===== src/sv/gmcp_pkg.sv =====
// ----------------------------------------------------------------------------
// gmcp_pkg
// shared widths, register indexes and the cell tag of the min-cost path core
// ----------------------------------------------------------------------------
package gmcp_pkg;

    localparam int COST_W     = 16;
    localparam int SUM_W      = 28;
    localparam int OUT_W      = 27;
    localparam int CFG_W      = 11;
    localparam int CFG_IDX_W  = 1;

    localparam int DEF_MAX_ROWS = 1024;
    localparam int DEF_MAX_COLS = 1024;

    localparam logic [CFG_IDX_W-1:0] CFG_GRID_ROWS = 1'd0;
    localparam logic [CFG_IDX_W-1:0] CFG_GRID_COLS = 1'd1;

    // what the update stage needs to know about one cell
    typedef struct packed {
        logic                     first_row;
        logic                     first_col;
        logic                     last_cell;
        logic signed [COST_W-1:0] cost;
    } cell_tag_t;

endpackage


===== src/sv/gmcp_if.sv =====


interface gmcp_result_if;
    logic                             valid;
    logic                             ready;
    logic signed [gmcp_pkg::OUT_W-1:0] min_cost;

    modport source (output valid, output min_cost, input ready);
    modport sink   (input valid, input min_cost, output ready);
endinterface


===== src/sv/gmcp_cell_update.sv =====
// ----------------------------------------------------------------------------
// gmcp_cell_update
// adds the cell cost to the least neighbour sum, writes the row buffer back
// and holds the result register
// ----------------------------------------------------------------------------
module gmcp_cell_update #(
    parameter int COL_AW = $clog2(gmcp_pkg::DEF_MAX_COLS)
) (
    input  logic                               clk,
    input  logic                               rst_n,
    input  logic                               iss_valid,
    input  logic [COL_AW-1:0]                  iss_addr,
    input  gmcp_pkg::cell_tag_t                iss_tag,
    output logic                               take_ok,
    input  logic signed [gmcp_pkg::SUM_W-1:0]  rd_data,
    output logic                               wr_en,
    output logic [COL_AW-1:0]                  wr_addr,
    output logic signed [gmcp_pkg::SUM_W-1:0]  wr_data,
    gmcp_result_if.source                      result
);
    import gmcp_pkg::*;

    logic                    s1_valid_reg, s1_valid_next;
    cell_tag_t               s1_tag_reg;
    logic [COL_AW-1:0]       s1_addr_reg;
    logic                    fwd_reg, fwd_next;
    logic signed [SUM_W-1:0] fwd_data_reg;
    logic signed [SUM_W-1:0] left_reg;
    logic signed [SUM_W-1:0] diag_reg;
    logic                    out_valid_reg, out_valid_next;
    logic signed [OUT_W-1:0] min_cost_reg;

    logic                    s1_fire;
    logic signed [SUM_W-1:0] up_sum, base_sum, min_lu, sum;

    // stage only waits when its result cannot be placed
    assign s1_fire = s1_valid_reg &&
                     (!s1_tag_reg.last_cell || !out_valid_reg || result.ready);
    assign take_ok = !s1_valid_reg || s1_fire;

    // a read issued while the same entry is written returns stale data
    assign up_sum = fwd_reg ? fwd_data_reg : rd_data;
    assign min_lu = (left_reg < up_sum) ? left_reg : up_sum;

    always_comb
    begin
        priority if (s1_tag_reg.first_row && s1_tag_reg.first_col)
            base_sum = '0;
        else if (s1_tag_reg.first_row)
            base_sum = left_reg;
        else if (s1_tag_reg.first_col)
            base_sum = up_sum;
        else
            base_sum = (diag_reg < min_lu) ? diag_reg : min_lu;
    end

    assign sum = base_sum + SUM_W'(s1_tag_reg.cost);

    assign s1_valid_next  = iss_valid ? 1'b1 : (s1_fire ? 1'b0 : s1_valid_reg);
    // forward flag belongs to the cell in the stage and leaves with it
    assign fwd_next       = iss_valid ? (s1_fire && (s1_addr_reg == iss_addr)) :
                                        (fwd_reg && !s1_fire);
    assign out_valid_next = (s1_fire && s1_tag_reg.last_cell) ? 1'b1 :
                            (result.ready ? 1'b0 : out_valid_reg);

    always_ff @(posedge clk or negedge rst_n)
    begin
        if (!rst_n)
        begin
            s1_valid_reg  <= 1'b0;
            fwd_reg       <= 1'b0;
            out_valid_reg <= 1'b0;
        end
        else
        begin
            s1_valid_reg  <= s1_valid_next;
            fwd_reg       <= fwd_next;
            out_valid_reg <= out_valid_next;
        end
    end

    always_ff @(posedge clk)
    begin
        if (iss_valid)
        begin
            s1_tag_reg   <= iss_tag;
            s1_addr_reg  <= iss_addr;
            fwd_data_reg <= sum;
        end
        if (s1_fire)
        begin
            left_reg <= sum;
            diag_reg <= up_sum;
        end
        if (s1_fire && s1_tag_reg.last_cell)
        begin
            min_cost_reg <= sum[OUT_W-1:0];
        end
    end

    assign wr_en           = s1_fire;
    assign wr_addr         = s1_addr_reg;
    assign wr_data         = sum;
    assign result.valid    = out_valid_reg;
    assign result.min_cost = min_cost_reg;

`ifndef SYNTH
    a_fwd_has_cell: assert property (@(posedge clk) disable iff (!rst_n)
        fwd_reg |-> s1_valid_reg)
        else $error("forward flag set with no cell in the update stage");

    a_no_overwrite: assert property (@(posedge clk) disable iff (!rst_n)
        iss_valid |-> take_ok)
        else $error("cell issued into a stalled update stage");

    a_result_held: assert property (@(posedge clk) disable iff (!rst_n)
        out_valid_reg && !result.ready |=> out_valid_reg && $stable(min_cost_reg))
        else $error("pending result lost or changed");

    a_stall_keeps_cell: assert property (@(posedge clk) disable iff (!rst_n)
        s1_valid_reg && !s1_fire |=> s1_valid_reg && $stable(s1_addr_reg))
        else $error("stalled cell dropped");
`endif

endmodule


===== src/flat_wrapper.sv =====
// flat-port wrapper written by rule: the top's interface ports become plain ports
module gmcp_cell_update_flat import gmcp_pkg::*;
#(
    parameter int COL_AW = $clog2(gmcp_pkg::DEF_MAX_COLS)
)
  (clk, rst_n, iss_valid, iss_addr, iss_tag, take_ok, rd_data, wr_en, wr_addr, wr_data, result_valid, result_min_cost, result_ready);
  gmcp_result_if result_i ();
  input  logic clk;
  input  logic rst_n;
  input  logic iss_valid;
  input  logic [COL_AW-1:0] iss_addr;
  input  gmcp_pkg::cell_tag_t iss_tag;
  output logic take_ok;
  input  logic signed [gmcp_pkg::SUM_W-1:0] rd_data;
  output logic wr_en;
  output logic [COL_AW-1:0] wr_addr;
  output logic signed [gmcp_pkg::SUM_W-1:0] wr_data;
  output wire logic [$bits(result_i.valid)-1:0] result_valid;
  output wire logic [$bits(result_i.min_cost)-1:0] result_min_cost;
  input wire logic [$bits(result_i.ready)-1:0] result_ready;
  assign result_valid = result_i.valid;
  assign result_min_cost = result_i.min_cost;
  assign result_i.ready = result_ready;
  gmcp_cell_update #(.COL_AW(COL_AW)) u_core (.clk(clk), .rst_n(rst_n), .iss_valid(iss_valid), .iss_addr(iss_addr), .iss_tag(iss_tag), .take_ok(take_ok), .rd_data(rd_data), .wr_en(wr_en), .wr_addr(wr_addr), .wr_data(wr_data), .result(result_i));
endmodule

===== config.mk =====
export PLATFORM = sky130hd
export DESIGN_NAME = gmcp_cell_update_flat
export DESIGN_NICKNAME = d
export VERILOG_FILES = /design/src/sv/gmcp_pkg.sv /design/src/sv/gmcp_if.sv /design/src/sv/gmcp_cell_update.sv /design/src/flat_wrapper.sv
export SDC_FILE = /design/constraint.sdc
export NUM_CORES = 1
export LEC_CHECK = 0
export ABC_AREA = 1
export CORE_UTILIZATION = 50
export DETAILED_ROUTE_END_ITERATION = 10
export DONT_BUFFER_PORTS = 1
export GPL_ROUTABILITY_DRIVEN = 0
export GPL_TIMING_DRIVEN = 1
export PLACE_DENSITY_LB_ADDON = 0.25
export RECOVER_POWER = 25
export SLEW_MARGIN = 20
export SYNTH_ARGS = -nofsm -noshare
export SYNTH_HDL_FRONTEND = slang
export SYNTH_SLANG_ARGS = --single-unit

===== constraint.sdc =====
create_clock -name clk -period 7.9 [get_ports clk]
set_clock_uncertainty 0.15 [all_clocks]
set_input_delay 0.395 -clock clk [delete_from_list [all_inputs] [get_ports clk]]
set_output_delay 0.395 -clock clk [all_outputs]
set_load 0.05 [all_outputs]

==> run metrics <==
status=complete, but fails checks; failing checks=max-capacitance violations, max-slew violations; H-tree levels=4; I/O pin cnt=129; Core Region=0.0172 mm^2; Total GRT Usage=25.0%; detailed placer's ending HPWL=14200 um; Hold Path Class=in2reg; register area share after synthesis=48.7%; headroom to the max-slew limit=-125%; ys flop type=edfxtp_1; Final min period=7.89 ns; peak supply drop=0.000250 V; Placed Instance Area=0.00935 mm^2; EDFF count, synth=140; asr flop ratio synth=2.10%; synth warn=0; # port buffers=0; kind of critical path=reg2out; fin util=68.7%; Synth Register Bits=143; Max-Cap Viols=1; Max Buffers Root-to-Sink=2; CTS buffer count=17; vias in the first global route=6626; final instance area=0.0118 mm^2; area of the die=0.0181 mm^2; max-slew violation count=60; # rows=48; sequential share of power=27.0%; antenna violations before repair=0; WP data required=7.36 ns; initial drt markers=574; WP data arrival=7.35 ns; unrepaired setup endpoints after global routing=yes; clk sinks=143; CP endpoint kind=output pin; worst-path maximum fanout=12; Cells after Synth=844; Clock transition at path regs=0.07 ns; P&R area growth vs syn=34.8%; Placed Cells=1092; Distinct cells, synth=41; Avg WL per Cell=19.7 um; largest net degree at the start of global routing=61; Gate power share=57.1%; Hold Vio Cnt, Final=0; CP Launch Type=flop; Die W=135 um; drc violations=0; Pwr Density=451 mW/mm^2; Initial Util=51.0%; Pwr Total=5.35 mW; Routed WL=23900 um; CTS tree=built; Skew-Pair Late Insertion Delay=0.44 ns; CTS Root Cell=clkbuf_16; DR vias/cell=5.79; Mapped Area=0.00878 mm^2; DRT antenna net count=0; layout filler cell count=1178; Mean Syn Cell Area=10.4 um^2; Die H=135 um; fin crit share=99.9%; GR Overflow Total=0; Via Count=7010; Final setup viols=0; ant diodes=0; worst hold slack=0.0205 ns; slowest CP cell=dfrtp_1; DR pass1 iterations=8; fmax=127 MHz; nets=1116; Int Power=2.80 mW; net load switching power=2.55 mW; leak pwr=4.68 nW; share of cells above drive strength 1=39.8%; final non-filler cell total=1211; Top cell by count, worst path=nand2_2; CP peak stage delay=0.42 ns; Post-Syn Nets=987; first-pass GRT wire length=34300 um; switch share=47.6%; Worst-Margin Slew=3.38 ns; Clock Power Share=15.9%
-- cells in the mapped netlist (all sizes together) (14+ instances only) --
cell type,number,area [um^2]
nand2,143,617
edfxtp,140,4200
a21oi,134,768
ha,81,1010
inv,72,270
o21ai,70,350
o211ai,30,355
or2,27,169
nand3,26,150
clkbuf,21,82.6
nor2,19,73.8
xor2,19,166
xnor2,14,123
-- metal layers --
layer | global-route usage [%] | share of wire [%] | up-vias
li1 | - | - | 3304
met3 | 5.67 | 7.1 | 56
met4 | 7.62 | 2.7 | 0
met1 | 32.8 | 42 | 3371
met5 | 0 | 0 | -
met2 | 41.5 | 48 | 279
-- layout by cell type, fill, tap and decap left out, types with 9 or more instances in the layout --
cell / n
ha_1: 53
ha_4: 26
o21ai_4: 15
nand2_1: 98
nand2_2: 41
or2_2: 21
a21oi_1: 90
a21oi_2: 42
clkbuf_16: 20
nand3_1: 15
edfxtp_1: 140
o21ai_2: 24
nand3_2: 9
buf_12: 10
inv_1: 62
dlygate4sd3_1: 30
xor2_1: 19
o21ai_1: 16
o21ai_0: 15
buf_4: 87
nor2_1: 16
xnor2_1: 12
o211ai_2: 26
-- power by group through the flow --
stage          Sequential (mW)  Clock [mW]  Combinational (mW)
6_report                  1.44       0.851                3.06
5_1_grt                   1.46       0.887                3.27
4_1_cts                   1.41       0.857                2.64
3_5_place_dp              1.41           0                2.35
3_3_place_gp              1.41           0                2.33
2_1_floorplan             1.38           0                1.81
-- per-stage QoR --
stage | setup TNS (ns) | setup slack [ns]
floorplan | 0 | 0.196
global placement | -0.116 | -0.0840
detailed placement | -0.296 | -0.139
CTS | -0.0290 | -0.0212
global route | -1.24 | -0.341
finish | 0 | 0.00799
-- cell type report --
type	instances	area (um^2)	share of cell area [%]
Timing Repair Buffer	139	1360	11.5
Multi-Input combinational cell	599	5020	42.4
Clock buffer	17	425	3.59
Clock inverter	15	191	1.62
Inverter	73	284	2.40
Tap cell	225	282	2.38
Sequential cell	143	4280	36.1
-- path summary, 6_finish.rpt --
check	slack, ns	startpoint	endpoint	cells after the start
max	0.008	u_core.fwd_reg$_DFF_PN0_	wr_data[26]	46
min	0.02	rd_data[2]	u_core.diag_reg[2]$_DFFE_PP_	2
max reg2reg	0.65	u_core.fwd_reg$_DFF_PN0_	u_core.result.min_cost[26]$_DFFE_PP_	46
min reg2reg	0.43	u_core.fwd_data_reg[25]$_DFFE_PP_	u_core.diag_reg[25]$_DFFE_PP_	2
max in group asynchronous	7.41	rst_n	u_core.result.valid$_DFFE_PN0P_	1
min in group asynchronous	0.05	rst_n	u_core.s1_valid_reg$_DFFE_PN0P_	1
-- logic make-up (layout without fill, tap and decap cells) --
| logic type | after synthesis | in the layout | share of synthesized area (%) |
|---|---|---|---|
| AO/OA/AOI/OAI | 255 | 255 | 18.6 |
| buffers and inverters | 103 | 244 | 5.13 |
| flip-flops | 143 | 143 | 48.7 |
| XOR/XNOR | 33 | 33 | 3.29 |
| adder cells (fa/ha/maj) | 82 | 82 | 11.8 |
| AND/OR/NAND/NOR | 228 | 229 | 12.5 |
-- critical path: cells and delay by family, from the launching register on --
family          cells  cell delay, ns
fa+ha+maj           4            1.12
simple gates       21            2.48
buf+inv             8            0.99
flops               1            0.42
xor+xnor            1            0.17
compound gates     12            1.69
-- what timing repair did --
action                     in CTS  in global routing
setup endpoints to repair      15                 28
cloned                          4                  4
pin swaps                      23                 71
hold endpoints to repair       91                  0
hold buffers                   31                  0
resized for setup              79                174
setup buffers                  11                 40
No activity file was read; power rests on OpenSTA's default activity.
