$ cat config.mk
export PLATFORM = sky130hd
export DESIGN_NAME = gmcp_scan_ctrl
export DESIGN_NICKNAME = d
export VERILOG_FILES = /design/src/sv/gmcp_pkg.sv /design/src/sv/gmcp_scan_ctrl.sv
export SDC_FILE = /design/constraint.sdc
export NUM_CORES = 1
export LEC_CHECK = 0
export ABC_AREA = 1
export BUFFER_PORTS_ARGS = -buffer_cell sky130_fd_sc_hd__buf_2
export CORE_ASPECT_RATIO = 0.8
export CORE_UTILIZATION = 55
export CTS_CLUSTER_DIAMETER = 40
export DETAILED_ROUTE_END_ITERATION = 8
export GPL_ROUTABILITY_DRIVEN = 0
export PLACE_DENSITY = 0.85
export SLEW_MARGIN = 15
export SYNTH_ARGS = -nofsm -noshare
export SYNTH_HDL_FRONTEND = slang
export SYNTH_SLANG_ARGS = --single-unit
$ cat constraint.sdc
create_clock -name clk -period 2.5 [get_ports clk]
set_input_delay 0.25 -clock clk [delete_from_list [all_inputs] [get_ports clk]]
set_output_delay 0.25 -clock clk [all_outputs]
set_load 0.05 [all_outputs]
$ cat src/sv/gmcp_pkg.sv
// ----------------------------------------------------------------------------
// gmcp_pkg
// shared widths, register indexes and the cell tag of the min-cost path core
// ----------------------------------------------------------------------------
package gmcp_pkg;

    localparam int COST_W     = 16;
    localparam int SUM_W      = 28;
    localparam int OUT_W      = 27;
    localparam int CFG_W      = 11;
    localparam int CFG_IDX_W  = 1;

    localparam int DEF_MAX_ROWS = 1024;
    localparam int DEF_MAX_COLS = 1024;

    localparam logic [CFG_IDX_W-1:0] CFG_GRID_ROWS = 1'd0;
    localparam logic [CFG_IDX_W-1:0] CFG_GRID_COLS = 1'd1;

    // what the update stage needs to know about one cell
    typedef struct packed {
        logic                     first_row;
        logic                     first_col;
        logic                     last_cell;
        logic signed [COST_W-1:0] cost;
    } cell_tag_t;

endpackage

$ cat src/sv/gmcp_scan_ctrl.sv
// ----------------------------------------------------------------------------
// gmcp_scan_ctrl
// grid size registers, row/column counters and row buffer read issue
// ----------------------------------------------------------------------------
module gmcp_scan_ctrl #(
    parameter int MAX_ROWS = gmcp_pkg::DEF_MAX_ROWS,
    parameter int MAX_COLS = gmcp_pkg::DEF_MAX_COLS,
    parameter int COL_AW   = (MAX_COLS > 1) ? $clog2(MAX_COLS) : 1
) (
    input  logic                                 clk,
    input  logic                                 rst_n,
    input  logic                                 cfg_we,
    input  logic [gmcp_pkg::CFG_IDX_W-1:0]       cfg_index,
    input  logic [gmcp_pkg::CFG_W-1:0]           cfg_wdata,
    input  logic                                 xfer,
    input  logic signed [gmcp_pkg::COST_W-1:0]   cost,
    output logic [COL_AW-1:0]                    iss_addr,
    output gmcp_pkg::cell_tag_t                  iss_tag
);
    import gmcp_pkg::*;

    localparam int ROW_AW = (MAX_ROWS > 1) ? $clog2(MAX_ROWS) : 1;
    localparam int ROW_CW = $clog2(MAX_ROWS + 1);
    localparam int COL_CW = $clog2(MAX_COLS + 1);

    logic [CFG_W-1:0]  grid_rows_reg, grid_rows_next;
    logic [CFG_W-1:0]  grid_cols_reg, grid_cols_next;
    logic [ROW_AW-1:0] row_reg, row_next;
    logic [COL_AW-1:0] col_reg, col_next;
    logic [ROW_CW-1:0] rows_eff, row_plus;
    logic [COL_CW-1:0] cols_eff, col_plus;
    logic              last_col, last_row;

    // zero acts as one, anything above the maximum as the maximum
    always_comb
    begin
        if (grid_rows_reg == '0)
            rows_eff = ROW_CW'(1);
        else if (32'(grid_rows_reg) > 32'(MAX_ROWS))
            rows_eff = ROW_CW'(MAX_ROWS);
        else
            rows_eff = ROW_CW'(grid_rows_reg);

        if (grid_cols_reg == '0)
            cols_eff = COL_CW'(1);
        else if (32'(grid_cols_reg) > 32'(MAX_COLS))
            cols_eff = COL_CW'(MAX_COLS);
        else
            cols_eff = COL_CW'(grid_cols_reg);
    end

    assign row_plus = ROW_CW'({1'b0, row_reg}) + ROW_CW'(1);
    assign col_plus = COL_CW'({1'b0, col_reg}) + COL_CW'(1);
    assign last_col = (col_plus == cols_eff);
    assign last_row = (row_plus == rows_eff);

    always_comb
    begin
        grid_rows_next = grid_rows_reg;
        grid_cols_next = grid_cols_reg;
        row_next       = row_reg;
        col_next       = col_reg;
        if (cfg_we)
        begin
            unique case (cfg_index)
                CFG_GRID_ROWS: grid_rows_next = cfg_wdata;
                CFG_GRID_COLS: grid_cols_next = cfg_wdata;
                default:       grid_rows_next = grid_rows_reg;
            endcase
            // any size write drops the grid in progress
            row_next = '0;
            col_next = '0;
        end
        else if (xfer)
        begin
            if (!last_col)
                col_next = col_reg + COL_AW'(1);
            else
            begin
                col_next = '0;
                row_next = last_row ? '0 : row_reg + ROW_AW'(1);
            end
        end
    end

    always_ff @(posedge clk or negedge rst_n)
    begin
        if (!rst_n)
        begin
            grid_rows_reg <= CFG_W'(1);
            grid_cols_reg <= CFG_W'(1);
            row_reg       <= '0;
            col_reg       <= '0;
        end
        else
        begin
            grid_rows_reg <= grid_rows_next;
            grid_cols_reg <= grid_cols_next;
            row_reg       <= row_next;
            col_reg       <= col_next;
        end
    end

    assign iss_addr          = col_reg;
    assign iss_tag.first_row = (row_reg == '0);
    assign iss_tag.first_col = (col_reg == '0);
    assign iss_tag.last_cell = last_col && last_row;
    assign iss_tag.cost      = cost;

`ifndef SYNTH
    a_col_in_grid: assert property (@(posedge clk) disable iff (!rst_n)
        COL_CW'({1'b0, col_reg}) < cols_eff)
        else $error("column counter beyond grid width");

    a_row_in_grid: assert property (@(posedge clk) disable iff (!rst_n)
        ROW_CW'({1'b0, row_reg}) < rows_eff)
        else $error("row counter beyond grid height");

    a_wrap_after_last: assert property (@(posedge clk) disable iff (!rst_n)
        xfer && iss_tag.last_cell && !cfg_we |=> row_reg == '0 && col_reg == '0)
        else $error("counters did not wrap after the last cell");
`endif

endmodule

==> results by group, run 1 <==
Run status
  • Run status: complete, but fails checks
  • Violations in the final reports: design-rule violations

Clock network
  • Clock tree from TritonCTS: built
  • Max H-tree Level: 2
  • Clock input transition at the sequential cells of the worst setup and hold paths: around 0.080 ns
  • Number of buffers inserted during clock tree synthesis: 5
  • Maximum buffer depth of the clock tree: 2
  • Root buf cell: sky130_fd_sc_hd__clkbuf_8
  • Clk sinks: 42
  • Clock network latency to the later pin of the worst-skew pair: 0.31 ns
  • Post-cts hold buffer count: 0

Logic synthesis
  • Cells after Synth: ~470
  • Mean post-synth cell area: about 6.4 um2
  • Count of unique library cells instantiated by Yosys: 29
  • Number of warnings issued by yosys: 0
  • Post-synthesis sequential area ratio: 0.355
  • Nets in the synthesized netlist: ~500
  • Post-synthesis sequential element count: 42
  • Cell area after synthesis: about 3000 um2

Job
  • Max-cap violations: 0

Global routing
  • Pin count of the biggest net entering global routing: 43
  • Vias in the first global route: approximately 2400
  • Initial antenna violation count: 0
  • GRT Resource Usage Total: 0.253
  • Remaining Overflow, GRT: 0
  • Global-route wire length before repair: 11100 um

Placement
  • Area after detailed placement: 3070 um2
  • Number of cells after detailed placement: 536
  • Detailed-placement wirelength estimate: 5070 um
  • Port-buffer cells: 28
  • Worst setup slack before clock tree synthesis: 0.206 ns

Min path
  • Hold Path Class: in2async

Critical path
  • Arrival time worst endpoint: between 2 and 2.5 ns
  • Endpoint kind of the worst setup timing path: output port
  • Data required time of the worst path: roughly 2.3 ns
  • Type of origin of the critical path: flip-flop
  • Maximum net fanout on the critical path: 7
  • Register-to-register setup slack: roughly 0.33 ns
  • Kind of critical path: reg2out

Layout
  • Count of placed standard cells in the final layout, fillers left out: 550
  • Utilization after layout: 0.644
  • Commonest non-fill, non-tap cell in the layout: sky130_fd_sc_hd__nand2_1
  • Area overhead of the layout relative to synthesis: 10.5%
  • Non-Filler Cell Area, Final: about 3300 um2
  • Final layout net count: roughly 520
  • Fraction of layout cells with a size suffix above 1: 0.152
  • Antenna cells: 0
  • Leading cell types in the layout, fill and taps excluded: sky130_fd_sc_hd__nand2_1 (169), sky130_fd_sc_hd__inv_1 (69), sky130_fd_sc_hd__nor2_1 (44), sky130_fd_sc_hd__nand3_1 (37), sky130_fd_sc_hd__dfrtp_1 (37)

Pwr
  • Power density normalized to cell area: 651 nW/um2
  • Total power after layout: between 2 and 2.5 mW
  • Static leakage power: approximately 1.8 nW
  • Max IR drop VDD: about 0.00045 V

Detailed routing
  • Detail Route Antenna Nets: 0
  • Count of routing violations after the opening detailed-route iteration: approximately 260
  • Via-to-Cell Ratio: 5.13
  • Final WL: ~6700 um
  • Number of DRC violations after detailed routing: 12
  • Via count: about 2800
  • Detail-routed net length per standard cell: approximately 12 um
  • DRT Pass-1 Iters: 7

Floorplan
  • Core area: between 5000 and 6000 um2
  • Die H: between 60 and 70 um
  • Die Footprint: approximately 5700 um2
  • X dimension of the die: roughly 84 um
  • Count of standard-cell rows: 23
  • Number of ports placed on the die boundary: 61
  • Effective utilization at floorplan: 0.583

STA
  • Setup violators final: 0
  • Pins over their slew limit: 0
  • Final critical-path share of the clock period: 0.984
  • RSZ-0062 raised after global routing: yes
  • Post-route minimum period: about 2.5 ns
  • Post-Route Skew: between 0.01 and 0.015 ns
  • Least-Margin Pin Slew: between 0.8 and 0.9 ns
  • Final number of hold-violating endpoints: 0
  • Worst hold slack across all endpoints: about 0.063 ns
  • Peak Freq: a little over 400 MHz
  • Post-route setup slack: between 0.03 and 0.04 ns
  • Fin Setup TNS: 0 ns
  • Worst relative slew slack: 0.405
[layout make-up]
type | count | area, um2
sequential | 42 | 1060
clock inverter | 2 | 37.5
multi-input combinational | 327 | 1530
inverter | 72 | 270
timing repair buffer | 39 | 233
tap | 62 | 77.6
fill | 449 | 1810
clock buffer | 6 | 72.6
[Yosys cell counts (all sizes together)]
cell / instances / share of area
a21oi: 2 / 0.0034
buf: 20 / 0.049
clkbuf: 5 / 0.0063
clkinv: 1 / 0.0013
dfrtp: 40 / 0.34
dfstp: 2 / 0.018
ha: 4 / 0.017
inv: 71 / 0.090
nand2: 176 / 0.23
nand3: 38 / 0.064
nand3b: 3 / 0.0076
nand4: 4 / 0.0084
nor2: 49 / 0.067
nor3: 3 / 0.0067
nor4: 2 / 0.0042
o21ai: 35 / 0.062
o21bai: 1 / 0.0063
o22ai: 3 / 0.0063
or2: 1 / 0.0021
xor2: 6 / 0.018
[power by group]
part | internal [mW] | switching [mW] | leakage, nW | total [mW]
Clock | 0.298 | 0.246 | 0.0514 | 0.544
Combinational | 0.265 | 0.475 | 1.20 | 0.740
Sequential | 0.758 | 0.0934 | 0.538 | 0.852
[cells by family (layout without fill, tap and decap cells)]
kind of cell | Yosys count | count (layout) | share of synthesized area
fa+ha+maj | 4 | 4 | 0.0169
xor+xnor | 6 | 6 | 0.0177
compound gates | 41 | 41 | 0.0775
simple gates | 276 | 276 | 0.387
buf+inv | 97 | 119 | 0.146
flops | 42 | 42 | 0.355
[worst paths after layout]
kind / start / cells past startpoint / to
setup reg to reg: iss_addr[1] / 16 / row_reg[4]
min in group clk: cfg_wdata[0] / 3 / grid_rows_reg[0]
setup / recovery: iss_addr[1] / 14 / iss_tag[16]
hold reg to reg: grid_cols_reg[8] / 2 / grid_cols_reg[8]
hold / removal: rst_n / 1 / grid_cols_reg[8]
max in group asynchronous: rst_n / 1 / row_reg[4]
[per-layer routing]
layer,vias up,track usage,routed length [um]
met5,-,0,0
met4,0,0.0819,56
met3,7,0.0477,487
met2,106,0.374,2810
met1,1254,0.372,3390
li1,1456,-,-
[worst max-delay path: stages, from the launching register on]
cell and delay (ns):
sky130_fd_sc_hd__dfrtp_1 0.41, sky130_fd_sc_hd__ha_2 0.23, sky130_fd_sc_hd__nand2_4 0.07, sky130_fd_sc_hd__nor2_4 0.19, sky130_fd_sc_hd__nand2_1 0.09, sky130_fd_sc_hd__nand2_2 0.08, sky130_fd_sc_hd__nand2_2 0.06, sky130_fd_sc_hd__nand2_1 0.06
sky130_fd_sc_hd__nand3_1 0.06, sky130_fd_sc_hd__nor2_1 0.12, sky130_fd_sc_hd__nand2_1 0.07, sky130_fd_sc_hd__nor2_2 0.09, sky130_fd_sc_hd__nand2_2 0.12, sky130_fd_sc_hd__nor2_4 0.13, sky130_fd_sc_hd__buf_8 0.15
[timing repair]
| action | in CTS | in global routing |
|---|---|---|
| pin swaps | 0 | 8 |
| buffers inserted | 3 | 3 |
| endpoints found under the setup margin | 1 | 1 |
| gates cloned | 0 | 0 |
| resized for setup | 4 | 15 |
Note: power is estimated with default switching activity, not from simulation.
==> run 2, diff against run 1 <==
--- a/config.mk
+++ b/config.mk
@@ -12,7 +12,7 @@
 export CTS_CLUSTER_DIAMETER = 40
 export DETAILED_ROUTE_END_ITERATION = 8
 export GPL_ROUTABILITY_DRIVEN = 0
-export PLACE_DENSITY = 0.85
+export PLACE_DENSITY_LB_ADDON = 0.25
 export SLEW_MARGIN = 15
 export SYNTH_ARGS = -nofsm -noshare
 export SYNTH_HDL_FRONTEND = slang
==> results by group, run 2 (synthesis results as in run 1) <==
STA
  • Least-Margin Pin Slew: 0.937 ns (was 0.893 ns)
  • Post-Route Skew: 0.00580 ns (was 0.0118 ns)
  • Pins over their slew limit: 0 (unchanged)
  • Peak Freq: 415 MHz (was 406 MHz)
  • Final critical-path share of the clock period: 0.964 (was 0.984)
  • Setup violators final: 0 (unchanged)
  • Post-route minimum period: 2.41 ns (was 2.46 ns)
  • Final number of hold-violating endpoints: 0 (unchanged)
  • Worst relative slew slack: 0.375 (was 0.405)

Run status
  • Run status: complete, but fails checks (unchanged)
  • Violations in the final reports: design-rule violations (unchanged)

Critical path
  • Most numerous cell on the critical path: sky130_fd_sc_hd__nand3_1
  • Maximum net fanout on the critical path: 6 (was 7)
  • Worst r2r src: grid_cols_reg[4] (was iss_addr[1])
  • Slowest cell on the critical path: sky130_fd_sc_hd__dfrtp_1 (unchanged)
  • R2R cell count: 14 (was 16)
  • Cell Chain, Critical Path: nor2_1, nand3_1, o21ai_2, buf_4, nand2_1, nand2_1, nand3_1, nor2_2, nand3_1, nor2_2, buf_6 (was ha_2, nand2_4, nor2_4, nand2_1, nand2_2, nand2_2, nand2_1, nand3_1, nor2_1, nand2_1, nor2_2, nand2_2, nor2_4, buf_8)
  • Type of origin of the critical path: flip-flop (unchanged)
  • Data required time of the worst path: 2.25 ns (about the same)
  • Register-to-register setup slack: 0.25 ns (was 0.33 ns)
  • Buffers and inverters on the worst path: 2 (was 1)
  • Arrival time worst endpoint: 2.16 ns (was 2.21 ns)
  • Maximum single-stage delay on the critical path: 0.44 ns (was 0.41 ns)
  • Kind of critical path: reg2out (unchanged)
  • Dominant delay contributor by cell family on the critical path: simple AND/OR/NAND/NOR gates (unchanged)
  • Path length in cells of the critical path: 11 (was 14)
  • R2R Path End: row_reg[0] (was row_reg[4])
  • Endpoint kind of the worst setup timing path: output port (unchanged)

Floorplan
  • Count of standard-cell rows: 23 (unchanged)
  • Die H: 67.7 um (unchanged)
  • X dimension of the die: 84.1 um (unchanged)
  • Die Footprint: 5700 um2 (unchanged)
  • Core area: 5090 um2 (unchanged)
  • Number of ports placed on the die boundary: 61 (unchanged)
  • Effective utilization at floorplan: 0.583 (unchanged)

Global routing
  • Met2 Resource Use GR: 0.405 (was 0.374)
  • Remaining Overflow, GRT: 0 (unchanged)
  • Initial antenna violation count: 0 (unchanged)
  • GRT Resource Usage Total: 0.266 (was 0.253)
  • Pin count of the biggest net entering global routing: 43 (unchanged)
  • Met1 Usage GRT: 0.381 (was 0.372)
  • Global-route wire length before repair: 11600 um (was 11100 um)
  • Vias in the first global route: 2474 (was 2412)
  • Met3 usage: 0.0452 (was 0.0477)
  • Most used routing layer in global routing: met2 (unchanged)

Clock network
  • Max H-tree Level: 2 (unchanged)
  • Clock input transition at the sequential cells of the worst setup and hold paths: 0.09 ns (was 0.08 ns)
  • Clock tree from TritonCTS: built (unchanged)
  • Root buf cell: sky130_fd_sc_hd__clkbuf_8 (unchanged)
  • Post-cts hold buffer count: 0 (unchanged)
  • Number of buffers inserted during clock tree synthesis: 5 (unchanged)
  • Maximum buffer depth of the clock tree: 2 (unchanged)
  • Clock network latency to the later pin of the worst-skew pair: 0.31 ns (about the same)
  • Clk sinks: 42 (unchanged)

Layout
  • Area overhead of the layout relative to synthesis: 12.6% (was 10.5%)
  • Antenna cells: 0 (unchanged)
  • Fraction of layout cells with a size suffix above 1: 0.176 (was 0.152)
  • Final layout net count: 528 (was 523)
  • Non-Filler Cell Area, Final: 3340 um2 (was 3280 um2)
  • Leading cell types in the layout, fill and taps excluded: sky130_fd_sc_hd__nand2_1 (170), sky130_fd_sc_hd__inv_1 (69), sky130_fd_sc_hd__nor2_1 (42), sky130_fd_sc_hd__nand3_1 (34), sky130_fd_sc_hd__dfrtp_1 (34) (was sky130_fd_sc_hd__nand2_1 (169), sky130_fd_sc_hd__inv_1 (69), sky130_fd_sc_hd__nor2_1 (44), sky130_fd_sc_hd__nand3_1 (37), sky130_fd_sc_hd__dfrtp_1 (37))
  • Commonest non-fill, non-tap cell in the layout: sky130_fd_sc_hd__nand2_1 (unchanged)

Detailed routing
  • Number of DRC violations after detailed routing: 20 (was 12)
  • DRT Pass-1 Iters: 7 (unchanged)
  • Count of routing violations after the opening detailed-route iteration: 314 (was 256)
  • Final WL: 7290 um (was 6740 um)
  • Via-to-Cell Ratio: 5.19 (was 5.13)
  • Detail Route Antenna Nets: 0 (unchanged)
  • Via count: 2883 (was 2823)
  • Detail-routed net length per standard cell: 13.1 um (was 12.3 um)

Pwr
  • Static leakage power: 1.81 nW (was 1.79 nW)
  • Power density normalized to cell area: 654 nW/um2 (was 651 nW/um2)
  • Total power after layout: 2.19 mW (was 2.14 mW)
  • Max IR drop VDD: 0.000366 V (was 0.000449 V)

Placement
  • Area after detailed placement: 3080 um2 (was 3070 um2)
  • Detailed-placement wirelength estimate: 5270 um (was 5070 um)
  • Port-buffer cells: 28 (unchanged)

Job
  • Max-cap violations: 0 (unchanged)

Min path
  • Hold Path Class: in2async (unchanged)
[run 2: cell count changes in the layout (fill, tap and decap cells not counted), moves of 3 or more]
cell	change
sky130_fd_sc_hd__nand3_2	+3
sky130_fd_sc_hd__dfrtp_2	+3
sky130_fd_sc_hd__nand3_1	-3
sky130_fd_sc_hd__buf_4	+3
sky130_fd_sc_hd__nor2_2	+3
sky130_fd_sc_hd__dfrtp_1	-3
[run 2: repair_timing]
action                     CTS  global route
setup endpoints to repair    1             1
buffers inserted             2             6
cloned                       0             2
pin swaps                    0             8
resized for setup            2            25
[run 2: power by group]
| group | switching [mW] | leakage, nW | internal, mW |
|---|---|---|---|
| logic | 0.511 | 1.23 | 0.268 |
| clock network | 0.253 | 0.0514 | 0.298 |
| registers | 0.0966 | 0.533 | 0.759 |
| total | 0.861 | 1.81 | 1.33 |
[run 2: per-layer routing]
layer  vias to the layer above  share of wire
met4                         0          0.012
met5                         -              0
met2                       128           0.41
li1                       1471              -
met3                        11          0.065
met1                      1273           0.51
[run 2: worst max-delay path by stage]
| stage | start | end | slack (ns) |
|---|---|---|---|
| floorplan | iss_addr[1] | iss_tag[16] | -0.03 |
| global placement | iss_addr[0] | iss_tag[16] | 0.26 |
| detailed placement | iss_addr[0] | iss_tag[16] | 0.22 |
| CTS | grid_cols_reg[6] | iss_tag[16] | 0.01 |
| global route | grid_rows_reg[2] | iss_tag[16] | -0.03 |
| finish | grid_rows_reg[2] | iss_tag[16] | 0.09 |
[run 2: cell type report]
cell class,count,area (um2)
Inverter,72,270
Multi-Input combinational cell,328,1570
Clock inverter,2,37.5
Fill cell,476,1750
Tap cell,62,77.6
Clock buffer,6,72.6
Timing Repair Buffer,43,256
Sequential cell,42,1060
[run 2: per-stage QoR]
step	instances	TNS [ns]	setup WS, ns	hold WS, ns	util
after floorplan	466	-0.0319	-0.0319	-0.0456	-
after global placement	537	0	0.262	0.437	0.604
final	555	0	0.0910	0.0797	0.656
after detailed placement	537	0	0.223	0.444	0.604
after global routing	555	-0.0271	-0.0271	0.167	0.656
after CTS	547	0	0.0137	0.112	0.631
[run 2: worst reg2reg max path, stage by stage (launching register included)]
cell and delay [ns]:
sky130_fd_sc_hd__dfrtp_1 0.42, sky130_fd_sc_hd__nor2_1 0.21, sky130_fd_sc_hd__nand3_2 0.16, sky130_fd_sc_hd__o21ai_4 0.23, sky130_fd_sc_hd__buf_4 0.15, sky130_fd_sc_hd__nand3_1 0.07, sky130_fd_sc_hd__nand2_1 0.07, sky130_fd_sc_hd__nand2_1 0.06
sky130_fd_sc_hd__nor2_2 0.13, sky130_fd_sc_hd__nand2_2 0.08, sky130_fd_sc_hd__buf_4 0.16, sky130_fd_sc_hd__nand2_2 0.14, sky130_fd_sc_hd__nand2_4 0.13, sky130_fd_sc_hd__nand2_1 0.09, sky130_fd_sc_hd__nand2_1 0.05
==> run 3, diff against run 2 <==
--- a/config.mk
+++ b/config.mk
@@ -7,8 +7,10 @@
 export LEC_CHECK = 0
 export ABC_AREA = 1
 export BUFFER_PORTS_ARGS = -buffer_cell sky130_fd_sc_hd__buf_2
+export CELL_PAD_IN_SITES_DETAIL_PLACEMENT = 0
+export CELL_PAD_IN_SITES_GLOBAL_PLACEMENT = 1
 export CORE_ASPECT_RATIO = 0.8
-export CORE_UTILIZATION = 55
+export CORE_UTILIZATION = 38
 export CTS_CLUSTER_DIAMETER = 40
 export DETAILED_ROUTE_END_ITERATION = 8
 export GPL_ROUTABILITY_DRIVEN = 0
==> results by group, run 3 (synthesis results as in run 1) <==
STA
  • Final number of hold-violating endpoints: 0 (unchanged)
  • Fin Setup TNS: 0 ns (unchanged)
  • Post-route setup slack: 0.0699 ns (was 0.0910 ns)
  • Pins over their slew limit: 0 (unchanged)
  • RSZ-0062 raised after global routing: yes
  • Least-Margin Pin Slew: 0.623 ns (was 0.937 ns)
  • Peak Freq: 412 MHz (was 415 MHz)
  • Setup violators final: 0 (unchanged)
  • Post-Route Skew: 0.00885 ns (was 0.00580 ns)
  • Final critical-path share of the clock period: 0.972 (was 0.964)
  • Post-route minimum period: 2.43 ns (was 2.41 ns)
  • Worst hold slack across all endpoints: 0.211 ns (was 0.0797 ns)
  • Worst relative slew slack: 0.583 (was 0.375)

Global routing
  • Pin count of the biggest net entering global routing: 24 (was 43)
  • Initial antenna violation count: 0 (unchanged)
  • Global-route wire length before repair: 12900 um (was 11600 um)
  • GRT Resource Usage Total: 0.207 (was 0.266)
  • Remaining Overflow, GRT: 0 (unchanged)
  • Vias in the first global route: 2564 (was 2474)

Critical path
  • Maximum net fanout on the critical path: 4 (was 6)
  • Register-to-register setup slack: 0.27 ns (was 0.25 ns)
  • Data required time of the worst path: 2.25 ns (about the same)
  • Cell Chain, Critical Path: ha_2, nand2_4, nor2_4, buf_6, nand2_4, nand2_4, xor2_1, nand3b_1, nor2_1, nand3_2, nor2_4, buf_8 (was nor2_1, nand3_1, o21ai_2, buf_4, nand2_1, nand2_1, nand3_1, nor2_2, nand3_1, nor2_2, buf_6)
  • Most numerous cell on the critical path: sky130_fd_sc_hd__nand2_4 (was sky130_fd_sc_hd__nand3_1)
  • Worst r2r src: iss_addr[1] (was grid_cols_reg[4])
  • Maximum single-stage delay on the critical path: 0.41 ns (was 0.44 ns)
  • Kind of critical path: reg2out (unchanged)
  • Arrival time worst endpoint: 2.18 ns (was 2.16 ns)
  • R2R cell count: 16 (was 14)
  • Buffers and inverters on the worst path: 2 (unchanged)
  • Slowest cell on the critical path: sky130_fd_sc_hd__dfrtp_1 (unchanged)
  • Type of origin of the critical path: flip-flop (unchanged)
  • Endpoint kind of the worst setup timing path: output port (unchanged)
  • R2R Path End: row_reg[7] (was row_reg[0])
  • Dominant delay contributor by cell family on the critical path: simple AND/OR/NAND/NOR gates (unchanged)

Layout
  • Total of fill cells in the finished design: 818 (was 476)
  • Commonest non-fill, non-tap cell in the layout: sky130_fd_sc_hd__nand2_1 (unchanged)
  • Antenna cells: 0 (unchanged)
  • Area overhead of the layout relative to synthesis: 19.3% (was 12.6%)
  • Multi-input combinational cell area: 1580 um2 (was 1570 um2)
  • Leading cell types in the layout, fill and taps excluded: sky130_fd_sc_hd__nand2_1 (162), sky130_fd_sc_hd__inv_1 (70), sky130_fd_sc_hd__nor2_1 (38), sky130_fd_sc_hd__nand3_1 (35), sky130_fd_sc_hd__dfrtp_1 (33) (was sky130_fd_sc_hd__nand2_1 (170), sky130_fd_sc_hd__inv_1 (69), sky130_fd_sc_hd__nor2_1 (42), sky130_fd_sc_hd__nand3_1 (34), sky130_fd_sc_hd__dfrtp_1 (34))
  • Final layout net count: 542 (was 528)
  • Fraction of layout cells with a size suffix above 1: 0.219 (was 0.176)
  • Sequential Area: 1060 um2 (about the same)

Floorplan
  • Die Footprint: 8170 um2 (was 5700 um2)
  • Effective utilization at floorplan: 0.396 (was 0.583)
  • Core area: 7500 um2 (was 5090 um2)
  • Count of standard-cell rows: 28 (was 23)
  • Number of ports placed on the die boundary: 61 (unchanged)
  • X dimension of the die: 101 um (was 84.1 um)
  • Die H: 81.1 um (was 67.7 um)

Run status
  • Run status: finished clean (was complete, but fails checks)

Detailed routing
  • Number of DRC violations after detailed routing: 0 (was 20)
  • Via count: 2890 (was 2883)
  • Count of routing violations after the opening detailed-route iteration: 168 (was 314)
  • Via-to-Cell Ratio: 4.72 (was 5.19)
  • Detail-routed net length per standard cell: 13.1 um (about the same)
  • DRT Pass-1 Iters: 5 (was 7)
  • Detail Route Antenna Nets: 0 (unchanged)
  • Final WL: 7990 um (was 7290 um)

Pwr
  • Static leakage power: 1.91 nW (was 1.81 nW)
  • Power density normalized to cell area: 625 nW/um2 (was 654 nW/um2)
  • Total power after layout: 2.21 mW (was 2.19 mW)
  • Max IR drop VDD: 0.000319 V (was 0.000366 V)

Min path
  • Hold Path Stages: 3
  • Worst hold path startpoint: cfg_wdata[0]
  • Worst hold endpoint: grid_rows_reg[0]
  • Hold Path Class: in2reg (was in2async)

Clock network
  • Root buf cell: sky130_fd_sc_hd__clkbuf_8 (unchanged)
  • Maximum buffer depth of the clock tree: 2 (unchanged)
  • Clk sinks: 42 (unchanged)
  • Clock tree from TritonCTS: built (unchanged)
  • Clock input transition at the sequential cells of the worst setup and hold paths: 0.09 ns (about the same)
  • Clock network latency to the later pin of the worst-skew pair: 0.30 ns (was 0.31 ns)
  • Max H-tree Level: 2 (unchanged)
  • Number of buffers inserted during clock tree synthesis: 5 (unchanged)

Placement
  • Port-buffer cells: 28 (unchanged)
  • Worst setup slack before clock tree synthesis: 0.174 ns (was 0.223 ns)
  • Detailed-placement wirelength estimate: 5810 um (was 5270 um)

Job
  • Max-cap violations: 0 (unchanged)
run 3: cell types whose count changed in the layout (fill, tap and decap cells not counted), sizes merged:
cell         previous run  this run
o21ai                  36        35
buf                    43        57
dlygate4sd3             0         1
run 3: area by class of cell:
cell class | instances | area share
timing repair buffer | 58 | 0.109
multi-input combinational | 327 | 0.446
clock inverter | 2 | 0.0106
tap | 105 | 0.0371
clock buffer | 6 | 0.0205
inverter | 72 | 0.0763
sequential | 42 | 0.300
run 3: through the flow:
step | std cells | utilization | cell area [um2]
after global routing | 612 | 0.472 | 3540
after global placement | 582 | 0.420 | 3150
after floorplan | 466 | - | 2980
after detailed placement | 582 | 0.420 | 3150
after CTS | 594 | 0.440 | 3300
final | 612 | 0.472 | 3540
run 3: layer usage:
layer | vias up | track usage | wire (um)
met3 | 4 | 0.0327 | 433
li1 | 1497 | - | -
met1 | 1309 | 0.313 | 4320
met4 | 0 | 0.0478 | 45
met2 | 80 | 0.305 | 3190
met5 | - | 0 | 0
run 3: what timing repair did:
action / 4_1_cts / 5_1_grt
endpoints found under the hold margin: 18 / 0
pin swaps: 1 / 20
setup buffers: 3 / 17
resized for setup: 4 / 40
endpoints found under the setup margin: 1 / 1
gates cloned: 0 / 1
hold buffers: 1 / 0
run 3: worst max-delay path by stage:
| stage | startpoint | endpoint | slack (ns) | depth (start not counted) |
|---|---|---|---|---|
| floorplan | iss_addr[1] | iss_tag[16] | -0.03 | 13 |
| global placement | iss_addr[0] | iss_tag[16] | 0.20 | 14 |
| detailed placement | iss_addr[0] | iss_tag[16] | 0.17 | 14 |
| CTS | iss_addr[1] | iss_tag[16] | 0.004 | 14 |
| global route | row_reg[1] | iss_tag[16] | -0.05 | 14 |
| finish | row_reg[1] | iss_tag[16] | 0.07 | 12 |
run 3: worst register-to-register path: cells and delay by family (launching register included):
kind	cells	cell delay, ns
AND/OR/NAND/NOR	13	1.28
adder cells (fa/ha/maj)	1	0.19
flip-flops	1	0.37
buffers and inverters	2	0.29
run 3: power by group:
part / switching [mW] / internal, mW / leakage [nW] / total [mW]
Sequential: 0.0911 / 0.760 / 0.532 / 0.851
Combinational: 0.512 / 0.289 / 1.32 / 0.801
Clock: 0.262 / 0.299 / 0.0514 / 0.560
